`src/sv/pdgr_pkg.sv`:
```
`default_nettype none
package pdgr_pkg;
   localparam int MaxSelectDef = 16;
   localparam int MaxOrdersDef = 1024;
   localparam int CoordBitsDef = 10;
   localparam logic [9:0] DepotReset = 10'd400;
   localparam logic [4:0] SelectReset = 5'd16;

   localparam logic [1:0] CSR_DEPOT_X = 2'd0;
   localparam logic [1:0] CSR_DEPOT_Y = 2'd1;
   localparam logic [1:0] CSR_SELECT = 2'd2;

   localparam logic [1:0] KIND_SELECTED = 2'd0;
   localparam logic [1:0] KIND_DEPOT = 2'd1;
   localparam logic [1:0] KIND_PICKUP = 2'd2;
   localparam logic [1:0] KIND_DROP = 2'd3;

   typedef enum logic [3:0] {
      ST_IDLE,
      ST_SCAN,
      ST_SHIFT,
      ST_SEL_RD,
      ST_SEL_OUT,
      ST_DEPOT_OUT,
      ST_NN_RD,
      ST_NN_CMP,
      ST_STOP_OUT,
      ST_END_OUT
   } state_type;

   typedef struct packed {
      logic [1:0] kind;
      logic [10:0] order_number;
      logic [9:0] point_x;
      logic [9:0] point_y;
      logic last_result;
   } rsp_word_type;

   function automatic logic [11:0] absdiff(input logic [15:0] a, input logic [15:0] b);
      logic [15:0] d;
      d = (a > b) ? a - b : b - a;
      return d[11:0];
   endfunction
endpackage
`default_nettype wire

```
`src/sv/pdgr_if.sv`:
```
`default_nettype none
interface pdgr_req_if;
   logic valid;
   logic ready;
   logic [9:0] pickup_x;
   logic [9:0] pickup_y;
   logic [9:0] drop_x;
   logic [9:0] drop_y;
   logic final_order;
   modport source(output valid, pickup_x, pickup_y, drop_x, drop_y, final_order,
                  input ready);
   modport sink(input valid, pickup_x, pickup_y, drop_x, drop_y, final_order,
                output ready);
endinterface

interface pdgr_rsp_if;
   logic valid;
   logic ready;
   logic [1:0] kind;
   logic [10:0] order_number;
   logic [9:0] point_x;
   logic [9:0] point_y;
   logic last_result;
   modport source(output valid, kind, order_number, point_x, point_y, last_result,
                  input ready);
   modport sink(input valid, kind, order_number, point_x, point_y, last_result,
                output ready);
endinterface

interface pdgr_csr_if;
   logic valid;
   logic ready;
   logic [1:0] index;
   logic [9:0] data;
   modport source(output valid, index, data, input ready);
   modport sink(input valid, index, data, output ready);
endinterface
`default_nettype wire

```
`src/sv/pickup_delivery_greedy_router.sv`:
```
// Pickup/delivery greedy router.
// Channels: req (one order word per handshake), rsp (result words), csr
// (register writes: index 0 depot_x, 1 depot_y, 2 select_count).
// Each order is scored, then inserted into a sorted list of up to
// MAX_SELECT entries held in registers. Insertion scans the list by cost
// and then shifts the later entries down; a new order is not accepted
// until the previous insertion is done.
// On a final order the block emits the kept order numbers, then the depot,
// then two nearest-neighbor stops per kept order, then the closing depot
// with last_result. Each stop search walks all tasks of the kept orders,
// one compare a cycle, in the single distance unit.
// req.ready and csr.ready are high only in idle; no new order or register
// write is taken during insertion or routing. A stalled rsp holds the
// current word and the sequencer waits. Reset clears the list, masks and
// count; registers return to depot 400,400 and select_count 16.
`default_nettype none
module pickup_delivery_greedy_router
   import pdgr_pkg::*;
#(
   parameter int MAX_SELECT = MaxSelectDef,
   parameter int MAX_ORDERS = MaxOrdersDef
)(
   input wire logic clock,
   input wire logic reset,
   pdgr_req_if.sink req,
   pdgr_rsp_if.source rsp,
   pdgr_csr_if.sink csr
);
   localparam int IW = $clog2(MAX_SELECT) > 0 ? $clog2(MAX_SELECT) : 1;
   localparam int FW = $clog2(MAX_SELECT + 1);
   localparam int TW = $clog2(2 * MAX_SELECT);
   localparam int NT = 2 * MAX_SELECT;
   localparam int CW = $clog2(MAX_ORDERS + 1);

   logic [9:0] depot_x_ff, depot_y_ff;
   logic [4:0] select_ff;
   state_type state_ff, state_in;

   logic [12:0] cost_ff [MAX_SELECT];
   logic [10:0] ord_ff [MAX_SELECT];
   logic [39:0] pts_ff [MAX_SELECT];
   logic [FW-1:0] fill_ff;
   logic [CW-1:0] count_ff;
   logic [NT-1:0] visited_ff, ready_ff;
   logic [9:0] cur_x_ff, cur_y_ff;

   // current order being inserted
   logic [12:0] ncost_ff;
   logic [39:0] npts_ff;
   logic [10:0] nord_ff;
   logic fin_ff, ins_ff;
   logic [FW-1:0] pos_ff, idx_ff;
   logic [TW:0] j_ff, best_ff;
   logic [12:0] bd_ff;
   logic [FW-1:0] n_ff;
   logic [TW:0] step_ff;
   rsp_word_type out_ff;

   // effective K
   logic [FW-1:0] k_eff;
   always_comb begin
      if (select_ff == 5'd0) k_eff = FW'(1);
      else if (32'(select_ff) > MAX_SELECT) k_eff = FW'(MAX_SELECT);
      else k_eff = FW'(select_ff);
   end
   logic [FW-1:0] fill_c;
   assign fill_c = (fill_ff < k_eff) ? fill_ff : k_eff;

   // single distance unit, used by the stop search
   logic [9:0] ua_x, ua_y, ub_x, ub_y;
   logic [12:0] udist;
   assign udist = 13'(absdiff(16'(ua_x), 16'(ub_x))) + 13'(absdiff(16'(ua_y), 16'(ub_y)));

   // task lookup for j_ff
   logic j_drop;
   logic [IW-1:0] j_o;
   logic [9:0] tx, ty;
   always_comb begin
      j_drop = (j_ff >= (TW+1)'(n_ff)) && (j_ff < (TW+1)'(2 * n_ff));
      j_o = j_drop ? IW'(j_ff - (TW+1)'(n_ff)) : IW'(j_ff);
      tx = j_drop ? pts_ff[j_o][19:10] : pts_ff[j_o][39:30];
      ty = j_drop ? pts_ff[j_o][9:0] : pts_ff[j_o][29:20];
   end
   logic [IW-1:0] b_o;
   logic b_drop;
   assign b_drop = best_ff >= (TW+1)'(n_ff);
   assign b_o = b_drop ? IW'(best_ff - (TW+1)'(n_ff)) : IW'(best_ff);

   // one-hot masks of the chosen task and of its delivery
   logic [NT-1:0] best_hot, pair_hot;
   assign best_hot = NT'(1) << best_ff;
   assign pair_hot = best_hot << n_ff;

   assign ua_x = cur_x_ff;
   assign ua_y = cur_y_ff;
   assign ub_x = tx;
   assign ub_y = ty;

   assign req.ready = (state_ff == ST_IDLE);
   assign csr.ready = (state_ff == ST_IDLE);
   logic out_busy;
   assign out_busy = (state_ff == ST_SEL_OUT) || (state_ff == ST_DEPOT_OUT) ||
                     (state_ff == ST_STOP_OUT) || (state_ff == ST_END_OUT);

   // stop word is driven from best_ff, which holds while the stop waits
   rsp_word_type stop_word, rsp_word;
   assign stop_word = '{b_drop ? KIND_DROP : KIND_PICKUP, ord_ff[b_o],
                        b_drop ? pts_ff[b_o][19:10] : pts_ff[b_o][39:30],
                        b_drop ? pts_ff[b_o][9:0] : pts_ff[b_o][29:20], 1'b0};
   assign rsp_word = (state_ff == ST_STOP_OUT) ? stop_word : out_ff;

   assign rsp.valid = out_busy;
   assign rsp.kind = rsp_word.kind;
   assign rsp.order_number = rsp_word.order_number;
   assign rsp.point_x = rsp_word.point_x;
   assign rsp.point_y = rsp_word.point_y;
   assign rsp.last_result = rsp_word.last_result;

   // order cost, computed at accept
   logic [12:0] cost_c;
   always_comb begin
      cost_c = 13'(absdiff(16'(depot_x_ff), 16'(req.pickup_x))) +
               13'(absdiff(16'(depot_y_ff), 16'(req.pickup_y))) +
               13'(absdiff(16'(req.pickup_x), 16'(req.drop_x))) +
               13'(absdiff(16'(req.pickup_y), 16'(req.drop_y))) +
               13'(absdiff(16'(req.drop_x), 16'(depot_x_ff))) +
               13'(absdiff(16'(req.drop_y), 16'(depot_y_ff)));
   end

   always_comb begin
      state_in = state_ff;
      unique case (state_ff)
         ST_IDLE: if (req.valid) state_in = ST_SCAN;
         ST_SCAN: begin
            if (!ins_ff) state_in = fin_ff ? ST_SEL_RD : ST_IDLE;
            else if (pos_ff < fill_c && cost_ff[IW'(pos_ff)] <= ncost_ff) state_in = ST_SCAN;
            else state_in = ST_SHIFT;
         end
         ST_SHIFT: if (idx_ff <= pos_ff || pos_ff >= k_eff)
            state_in = fin_ff ? ST_SEL_RD : ST_IDLE;
         ST_SEL_RD: state_in = (idx_ff < n_ff) ? ST_SEL_OUT : ST_DEPOT_OUT;
         ST_SEL_OUT: if (rsp.ready) state_in = ST_SEL_RD;
         ST_DEPOT_OUT: if (rsp.ready) state_in = ST_NN_RD;
         ST_NN_RD: state_in = (step_ff < (TW+1)'(2 * n_ff)) ? ST_NN_CMP : ST_END_OUT;
         ST_NN_CMP: if (j_ff + 1'b1 >= (TW+1)'(2 * n_ff)) state_in = ST_STOP_OUT;
         ST_STOP_OUT: if (rsp.ready) state_in = ST_NN_RD;
         ST_END_OUT: if (rsp.ready) state_in = ST_IDLE;
         default: state_in = ST_IDLE;
      endcase
   end

   always_ff @(posedge clock) begin
      if (reset) begin
         state_ff <= ST_IDLE;
         depot_x_ff <= DepotReset;
         depot_y_ff <= DepotReset;
         select_ff <= SelectReset;
         fill_ff <= '0;
         count_ff <= '0;
         visited_ff <= '0;
         ready_ff <= '0;
         cur_x_ff <= DepotReset;
         cur_y_ff <= DepotReset;
      end else begin
         state_ff <= state_in;
         if (csr.valid && csr.ready) begin
            unique case (csr.index)
               CSR_DEPOT_X: depot_x_ff <= csr.data;
               CSR_DEPOT_Y: depot_y_ff <= csr.data;
               CSR_SELECT: select_ff <= csr.data[4:0];
               default: ;
            endcase
         end
         unique case (state_ff)
            ST_IDLE: if (req.valid) begin
               ncost_ff <= cost_c;
               npts_ff <= {req.pickup_x, req.pickup_y, req.drop_x, req.drop_y};
               fin_ff <= req.final_order;
               ins_ff <= (32'(count_ff) < MAX_ORDERS);
               if (32'(count_ff) < MAX_ORDERS) count_ff <= count_ff + 1'b1;
               nord_ff <= 11'(count_ff + 1'b1);
               pos_ff <= '0;
            end
            ST_SCAN: begin
               if (ins_ff && pos_ff < fill_c && cost_ff[IW'(pos_ff)] <= ncost_ff)
                  pos_ff <= pos_ff + 1'b1;
               else if (ins_ff) begin
                  idx_ff <= (fill_c < k_eff) ? fill_c : k_eff - 1'b1;
                  fill_ff <= fill_c;
               end else if (fin_ff) begin
                  idx_ff <= '0;
                  n_ff <= fill_c;
               end
            end
            ST_SHIFT: begin
               if (pos_ff >= k_eff) begin
                  // drop: no room
               end else if (idx_ff > pos_ff) begin
                  cost_ff[IW'(idx_ff)] <= cost_ff[IW'(idx_ff - 1'b1)];
                  ord_ff[IW'(idx_ff)] <= ord_ff[IW'(idx_ff - 1'b1)];
                  pts_ff[IW'(idx_ff)] <= pts_ff[IW'(idx_ff - 1'b1)];
                  idx_ff <= idx_ff - 1'b1;
               end else begin
                  cost_ff[IW'(pos_ff)] <= ncost_ff;
                  ord_ff[IW'(pos_ff)] <= nord_ff;
                  pts_ff[IW'(pos_ff)] <= npts_ff;
                  fill_ff <= (fill_c < k_eff) ? fill_c + 1'b1 : k_eff;
               end
               if (state_in == ST_SEL_RD) begin
                  idx_ff <= '0;
                  n_ff <= (pos_ff >= k_eff) ? fill_c :
                          ((fill_c < k_eff) ? fill_c + 1'b1 : k_eff);
               end
            end
            ST_SEL_RD: begin
               if (idx_ff < n_ff)
                  out_ff <= '{KIND_SELECTED, ord_ff[IW'(idx_ff)], 10'd0, 10'd0, 1'b0};
               else begin
                  out_ff <= '{KIND_DEPOT, 11'd0, depot_x_ff, depot_y_ff, 1'b0};
                  ready_ff <= ~({NT{1'b1}} << n_ff);
                  visited_ff <= '0;
                  cur_x_ff <= depot_x_ff;
                  cur_y_ff <= depot_y_ff;
                  step_ff <= '0;
               end
            end
            ST_SEL_OUT: if (rsp.ready) idx_ff <= idx_ff + 1'b1;
            ST_NN_RD: begin
               j_ff <= '0;
               bd_ff <= '1;
               best_ff <= (TW+1)'(NT);
               out_ff <= '{KIND_DEPOT, 11'd0, depot_x_ff, depot_y_ff, 1'b1};
            end
            ST_NN_CMP: begin
               if (ready_ff[TW'(j_ff)] && !visited_ff[TW'(j_ff)] &&
                   (best_ff == (TW+1)'(NT) || udist < bd_ff)) begin
                  bd_ff <= udist;
                  best_ff <= j_ff;
               end
               j_ff <= j_ff + 1'b1;
            end
            ST_STOP_OUT: begin
               if (rsp.ready) begin
                  visited_ff <= visited_ff | best_hot;
                  ready_ff <= (ready_ff & ~best_hot) | (b_drop ? '0 : pair_hot);
                  cur_x_ff <= b_drop ? pts_ff[b_o][19:10] : pts_ff[b_o][39:30];
                  cur_y_ff <= b_drop ? pts_ff[b_o][9:0] : pts_ff[b_o][29:20];
                  step_ff <= step_ff + 1'b1;
               end
            end
            ST_END_OUT: if (rsp.ready) begin
               fill_ff <= '0;
               count_ff <= '0;
               visited_ff <= '0;
               ready_ff <= '0;
               cur_x_ff <= depot_x_ff;
               cur_y_ff <= depot_y_ff;
            end
            default: ;
         endcase
      end
   end

`ifndef SYNTHESIS
   a_fill: assert property (@(posedge clock) disable iff (reset) fill_ff <= FW'(MAX_SELECT))
      else $error("fill overflow");
   a_busy: assert property (@(posedge clock) disable iff (reset)
      rsp.valid |-> !req.ready) else $error("rsp while idle");
   a_last: assert property (@(posedge clock) disable iff (reset)
      (rsp.valid && rsp.last_result) |-> state_ff == ST_END_OUT) else $error("bad last");
   a_hold: assert property (@(posedge clock) disable iff (reset)
      (rsp.valid && !rsp.ready) |=> (rsp.valid && $stable(rsp_word)))
      else $error("stalled word changed");
`endif
endmodule
`default_nettype wire

```
`src/flat_wrapper.sv`:
```
// flat-port wrapper written by rule: the top's interface ports become plain ports
module pickup_delivery_greedy_router_flat import pdgr_pkg::*;
#(
   parameter int MAX_SELECT = MaxSelectDef,
   parameter int MAX_ORDERS = MaxOrdersDef
)
  (clock, reset, req_valid, req_pickup_x, req_pickup_y, req_drop_x, req_drop_y, req_final_order, req_ready, rsp_valid, rsp_kind, rsp_order_number, rsp_point_x, rsp_point_y, rsp_last_result, rsp_ready, csr_valid, csr_index, csr_data, csr_ready);
  pdgr_req_if req_i ();
  pdgr_rsp_if rsp_i ();
  pdgr_csr_if csr_i ();
  input wire logic clock;
  input wire logic reset;
  input wire logic [$bits(req_i.valid)-1:0] req_valid;
  input wire logic [$bits(req_i.pickup_x)-1:0] req_pickup_x;
  input wire logic [$bits(req_i.pickup_y)-1:0] req_pickup_y;
  input wire logic [$bits(req_i.drop_x)-1:0] req_drop_x;
  input wire logic [$bits(req_i.drop_y)-1:0] req_drop_y;
  input wire logic [$bits(req_i.final_order)-1:0] req_final_order;
  output wire logic [$bits(req_i.ready)-1:0] req_ready;
  output wire logic [$bits(rsp_i.valid)-1:0] rsp_valid;
  output wire logic [$bits(rsp_i.kind)-1:0] rsp_kind;
  output wire logic [$bits(rsp_i.order_number)-1:0] rsp_order_number;
  output wire logic [$bits(rsp_i.point_x)-1:0] rsp_point_x;
  output wire logic [$bits(rsp_i.point_y)-1:0] rsp_point_y;
  output wire logic [$bits(rsp_i.last_result)-1:0] rsp_last_result;
  input wire logic [$bits(rsp_i.ready)-1:0] rsp_ready;
  input wire logic [$bits(csr_i.valid)-1:0] csr_valid;
  input wire logic [$bits(csr_i.index)-1:0] csr_index;
  input wire logic [$bits(csr_i.data)-1:0] csr_data;
  output wire logic [$bits(csr_i.ready)-1:0] csr_ready;
  assign req_i.valid = req_valid;
  assign req_i.pickup_x = req_pickup_x;
  assign req_i.pickup_y = req_pickup_y;
  assign req_i.drop_x = req_drop_x;
  assign req_i.drop_y = req_drop_y;
  assign req_i.final_order = req_final_order;
  assign req_ready = req_i.ready;
  assign rsp_valid = rsp_i.valid;
  assign rsp_kind = rsp_i.kind;
  assign rsp_order_number = rsp_i.order_number;
  assign rsp_point_x = rsp_i.point_x;
  assign rsp_point_y = rsp_i.point_y;
  assign rsp_last_result = rsp_i.last_result;
  assign rsp_i.ready = rsp_ready;
  assign csr_i.valid = csr_valid;
  assign csr_i.index = csr_index;
  assign csr_i.data = csr_data;
  assign csr_ready = csr_i.ready;
  pickup_delivery_greedy_router #(.MAX_SELECT(MAX_SELECT), .MAX_ORDERS(MAX_ORDERS)) u_core (.clock(clock), .reset(reset), .req(req_i), .rsp(rsp_i), .csr(csr_i));
endmodule
```
`config.mk`:
```
export PLATFORM = sky130hd
export DESIGN_NAME = pickup_delivery_greedy_router_flat
export DESIGN_NICKNAME = d
export VERILOG_FILES = /design/src/sv/pdgr_pkg.sv /design/src/sv/pdgr_if.sv /design/src/sv/pickup_delivery_greedy_router.sv /design/src/flat_wrapper.sv
export SDC_FILE = /design/constraint.sdc
export NUM_CORES = 2
export LEC_CHECK = 0
export BUFFER_PORTS_ARGS = -buffer_cell sky130_fd_sc_hd__buf_4
export CAP_MARGIN = 20
export CORE_AREA = 2 2 480 482
export DETAILED_ROUTE_END_ITERATION = 10
export DIE_AREA = 0 0 482 484
export GPL_ROUTABILITY_DRIVEN = 0
export PLACE_DENSITY = 0.55
export SYNTH_ARGS = -nofsm -noshare
export SYNTH_HDL_FRONTEND = slang
export SYNTH_SLANG_ARGS = --single-unit
export TNS_END_PERCENT = 20
```
`constraint.sdc`:
```
create_clock -name clock -period 16.4 [get_ports clock]
set_clock_uncertainty 0.1 [all_clocks]
set_input_delay 3.28 -clock clock [delete_from_list [all_inputs] [get_ports clock]]
set_output_delay 3.28 -clock clock [all_outputs]
set_load 0.02 [all_outputs]
```
==> run_results.csv <==
group,metric,value,unit
global_route,grt_max_degree,160,
worst_setup_path,crit_family,"compound AO/OA/AOI/OAI gates",
logic_synthesis,synth_ff_type,"edfxtp_1",
global_route,antenna_found_initial,22,
detailed_routing,via_per_inst,6.33,
power_and_ir_drop,cellPowerDensity,197,nW/um^2
worst_setup_path,required,16830,ps
clock_network,htreeDepth,4,
worst_setup_path,arrival,12180,ps
clock_network,cts-root-buf,"clkbuf_16",
floorplanning,die_width,482,um
logic_synthesis,synth_cell_type_count,106,
sta,max-slew-margin-rel,17.0,%
job,cap_violations,0,
power_and_ir_drop,seqPwrFrac,29.5,%
global_route,grt-ovfl-total,0,
logic_synthesis,avgSynthCellArea,11.6,um^2
power_and_ir_drop,switching_share,42.5,%
logic_synthesis,syn_inst,6836,
floorplanning,die_area,233000,um^2
clock_network,cts_setup_buffers,0,
cells_and_area,drive_above_1_share,17.3,%
global_route,grtUsageMet3,8.01,%
global_route,globalRouteMet1Util,34.4,%
worst_setup_path,crit_path_start_kind,"flop",
power_and_ir_drop,intPower,10.1,mW
floorplanning,io_pins,95,
worst_setup_path,path_buf_inv,5,
logic_synthesis,syn_nets,7222,
run_status,status,"finished clean",
detailed_routing,antenna_left,0,
floorplanning,fp.dieH,484,um
floorplanning,floorplan.initialDensity,34.8,%
global_route,grt_pass1_wl,436000,um
sta,tightestPinTransition,1240,ps
global_route,grt_pass1_vias,59900,
logic_synthesis,yosys_register_bits,1306,
placement,port_buffers,94,
power_and_ir_drop,leakage,31.2,nW
sta,fmax,85.1,MHz
cells_and_area,fin_nets,7167,
logic_synthesis,synth_edf_count,1169,
floorplanning,rows,176,
clock_network,path_clk_slew,60,ps
cells_and_area,final_core_util,38.9,%
placement,detailed_place_hpwl,195000,um
sta,maxSlewViolCount,0,
detailed_routing,routed-via-count,62900,
sta,setup_violations,0,
power_and_ir_drop,p_comb_share,51.3,%
cells_and_area,syn2layout_area_growth,11.8,%
clock_network,tritoncts,"built",
worst_setup_path,cp_common_cell,"ha_1",
detailed_routing,drcViolationCount,0,
worst_setup_path,cpPeakStageDelay,1020,ps
sta,finalHoldViolations,0,
clock_network,clk_latency,830,ps
global_route,use_met2,37.1,%
power_and_ir_drop,switchingPower,7.46,mW
clock_network,cts_sinks,1306,
power_and_ir_drop,irDropWorstVdd,530,uV
sta,period_needed,11750,ps
logic_synthesis,synth_area_leaders,"edfxtp_1 (44%), mux4_2 (13%), nand2_1 (4.7%)",
detailed_routing,wl_per_cell,30.9,um
detailed_routing,first_pass_iters,8,
global_route,busiest_layer,"met2",
worst_setup_path,path_max_fanout,65,
detailed_routing,routed_wl,308000,um
sta,period_share,71.7,%
logic_synthesis,ys_seq_area_share,47.6,%
power_and_ir_drop,p_clk_share,19.2,%
floorplanning,core,229000,um^2
global_route,gr-usage-all-layers,25.6,%
clock_network,clockBufferDepth,3,
clock_network,cts_buffers,143,
worst_setup_path,criticalPathCategory,"flop to flop",
clock_network,cts_resized,0,
detailed_routing,drt_iter0_drc,9803,
logic_synthesis,synth_top_area_share,44.2,%
sta,finalSetupTns,0,ps
worst_setup_path,crit_path_end_kind,"flop",
worst_setup_path,slowest_stage,"edfxtp_1",
logic_synthesis,ys_warn_count,0,
clock_network,cts_hold_buf,0,
min_path,hp-class,"flop to flop",
logic_synthesis,async_flop_share,0,%
logic_synthesis,synth_area,79500,um^2
sta,rsz0062_at_grt,"false",
logic_synthesis,synth_area_leader_cell,"edfxtp_1",
[cell families after synthesis]
group / count (synthesis) / share of synthesized area, %
XOR/XNOR: 117 / 1.29
flip-flops: 1306 / 47.6
AO/OA/AOI/OAI: 1245 / 10.6
adder cells (fa/ha/maj): 328 / 5.77
AND/OR/NAND/NOR: 2248 / 13.0
buffers and inverters: 743 / 3.81
multiplexers: 849 / 17.9
[state kept, by name, summed over array words and instances (netlist names), 6 cells and up, named ones only]
| signal | cells |
|---|---|
| u_core.ncost_ff | 13 |
| u_core.depot_y_ff | 10 |
| u_core.j_ff | 6 |
| u_core.step_ff | 6 |
| u_core.visited_ff | 32 |
| u_core.pts_ff | 640 |
| u_core.depot_x_ff | 10 |
| u_core.npts_ff | 40 |
| u_core.cur_x_ff | 10 |
| u_core.ready_ff | 32 |
| u_core.out_ff | 33 |
| u_core.count_ff | 11 |
| u_core.best_ff | 6 |
| u_core.bd_ff | 13 |
| u_core.cur_y_ff | 10 |
| u_core.nord_ff | 11 |
| u_core.cost_ff | 208 |
| u_core.ord_ff | 176 |
[Yosys cell counts, drive strengths merged (137+ instances only)]
master / n
ha: 264
buf: 198
mux2i: 263
mux4: 444
mux2: 142
edfxtp: 1169
nand2: 992
o21ai: 288
inv: 267
nand3: 372
nor2: 358
clkbuf: 276
dfxtp: 137
a21oi: 258
[power by group through the flow]
stage          Sequential (mW)  Combinational (mW)  Clock, mW
2_1_floorplan             5.09                5.49          0
3_5_place_dp              5.25                8.76          0
5_1_grt                   5.19                9.46       3.53
4_1_cts                   5.18                8.82       3.41
6_report                  5.18                9.00       3.37
3_3_place_gp              5.25                8.68          0
[worst min-delay path, stage by stage (launching register included)]
cell     delay, ps
dfxtp_1        310
nand2_1         50
a21oi_1         50
[path summary, 6_finish.rpt]
path	startpoint	end	depth (start not counted)	slack [ps]
setup / recovery	u_core.n_ff[4]	u_core.bd_ff[2]	37	4650
hold / removal	u_core.ready_ff[31]	u_core.ready_ff[31]	2	360
setup reg to reg	u_core.n_ff[4]	u_core.bd_ff[2]	37	4650
hold reg to reg	u_core.ready_ff[31]	u_core.ready_ff[31]	2	360
[through the flow]
| step | setup WS, ps | instances | hold WS, ps | total power [mW] | instance area [um^2] |
|---|---|---|---|---|---|
| 6_report | 4650 | 9938 | 359 | 17.5 | 88900 |
| 4_1_cts | 4440 | 9915 | 357 | 17.4 | 88700 |
| 3_3_place_gp | 4560 | 9650 | 340 | 13.9 | 83800 |
| 5_1_grt | 4060 | 9924 | 379 | 18.2 | 88800 |
| 3_5_place_dp | 4460 | 9654 | 350 | 14.0 | 83900 |
| 2_1_floorplan | 6700 | 6836 | 328 | 10.6 | 79500 |
[cells in the final DEF, fill, tap and decap left out, types with 30 or more instances in the layout]
cell type / instances
a32oi_1: 53
o211ai_1: 37
and3_1: 82
dfxtp_1: 133
o21ai_0: 250
buf_4: 257
inv_1: 266
mux4_2: 444
a311oi_1: 40
nand2b_1: 31
mux2i_1: 262
nand4_1: 62
a21oi_1: 253
mux2_2: 126
nand2_1: 990
edfxtp_1: 1169
a221oi_1: 31
ha_1: 263
and2_1: 57
o221ai_1: 30
o21ai_1: 36
xor2_1: 37
o22ai_1: 82
a211oi_1: 66
nand3_1: 369
a21o_1: 69
a31oi_1: 45
fa_1: 64
clkbuf_16: 149
nor2_1: 330
nor3_1: 77
nor2b_1: 42
xnor2_1: 78
[routing by layer]
layer  wire length [um]  share of wire, %  up-vias
met4              18400               6.0       32
met1             119000                39    31400
met5                223             0.073        -
met2             131000                42     4461
li1                   -                 -    26100
met3              39000                13      877
[layout make-up]
| type | count | area (um^2) |
|---|---|---|
| Inverter | 269 | 1010 |
| Clock buffer | 181 | 3930 |
| Timing Repair Buffer | 274 | 2240 |
| Tap cell | 3026 | 3790 |
| Multi-Input combinational cell | 4787 | 39100 |
| Fill cell | 21700 | 140000 |
| Sequential cell | 1306 | 37900 |
| Clock inverter | 80 | 921 |
| Antenna cell | 15 | 37.5 |
No activity file was read; power rests on OpenSTA's default activity.
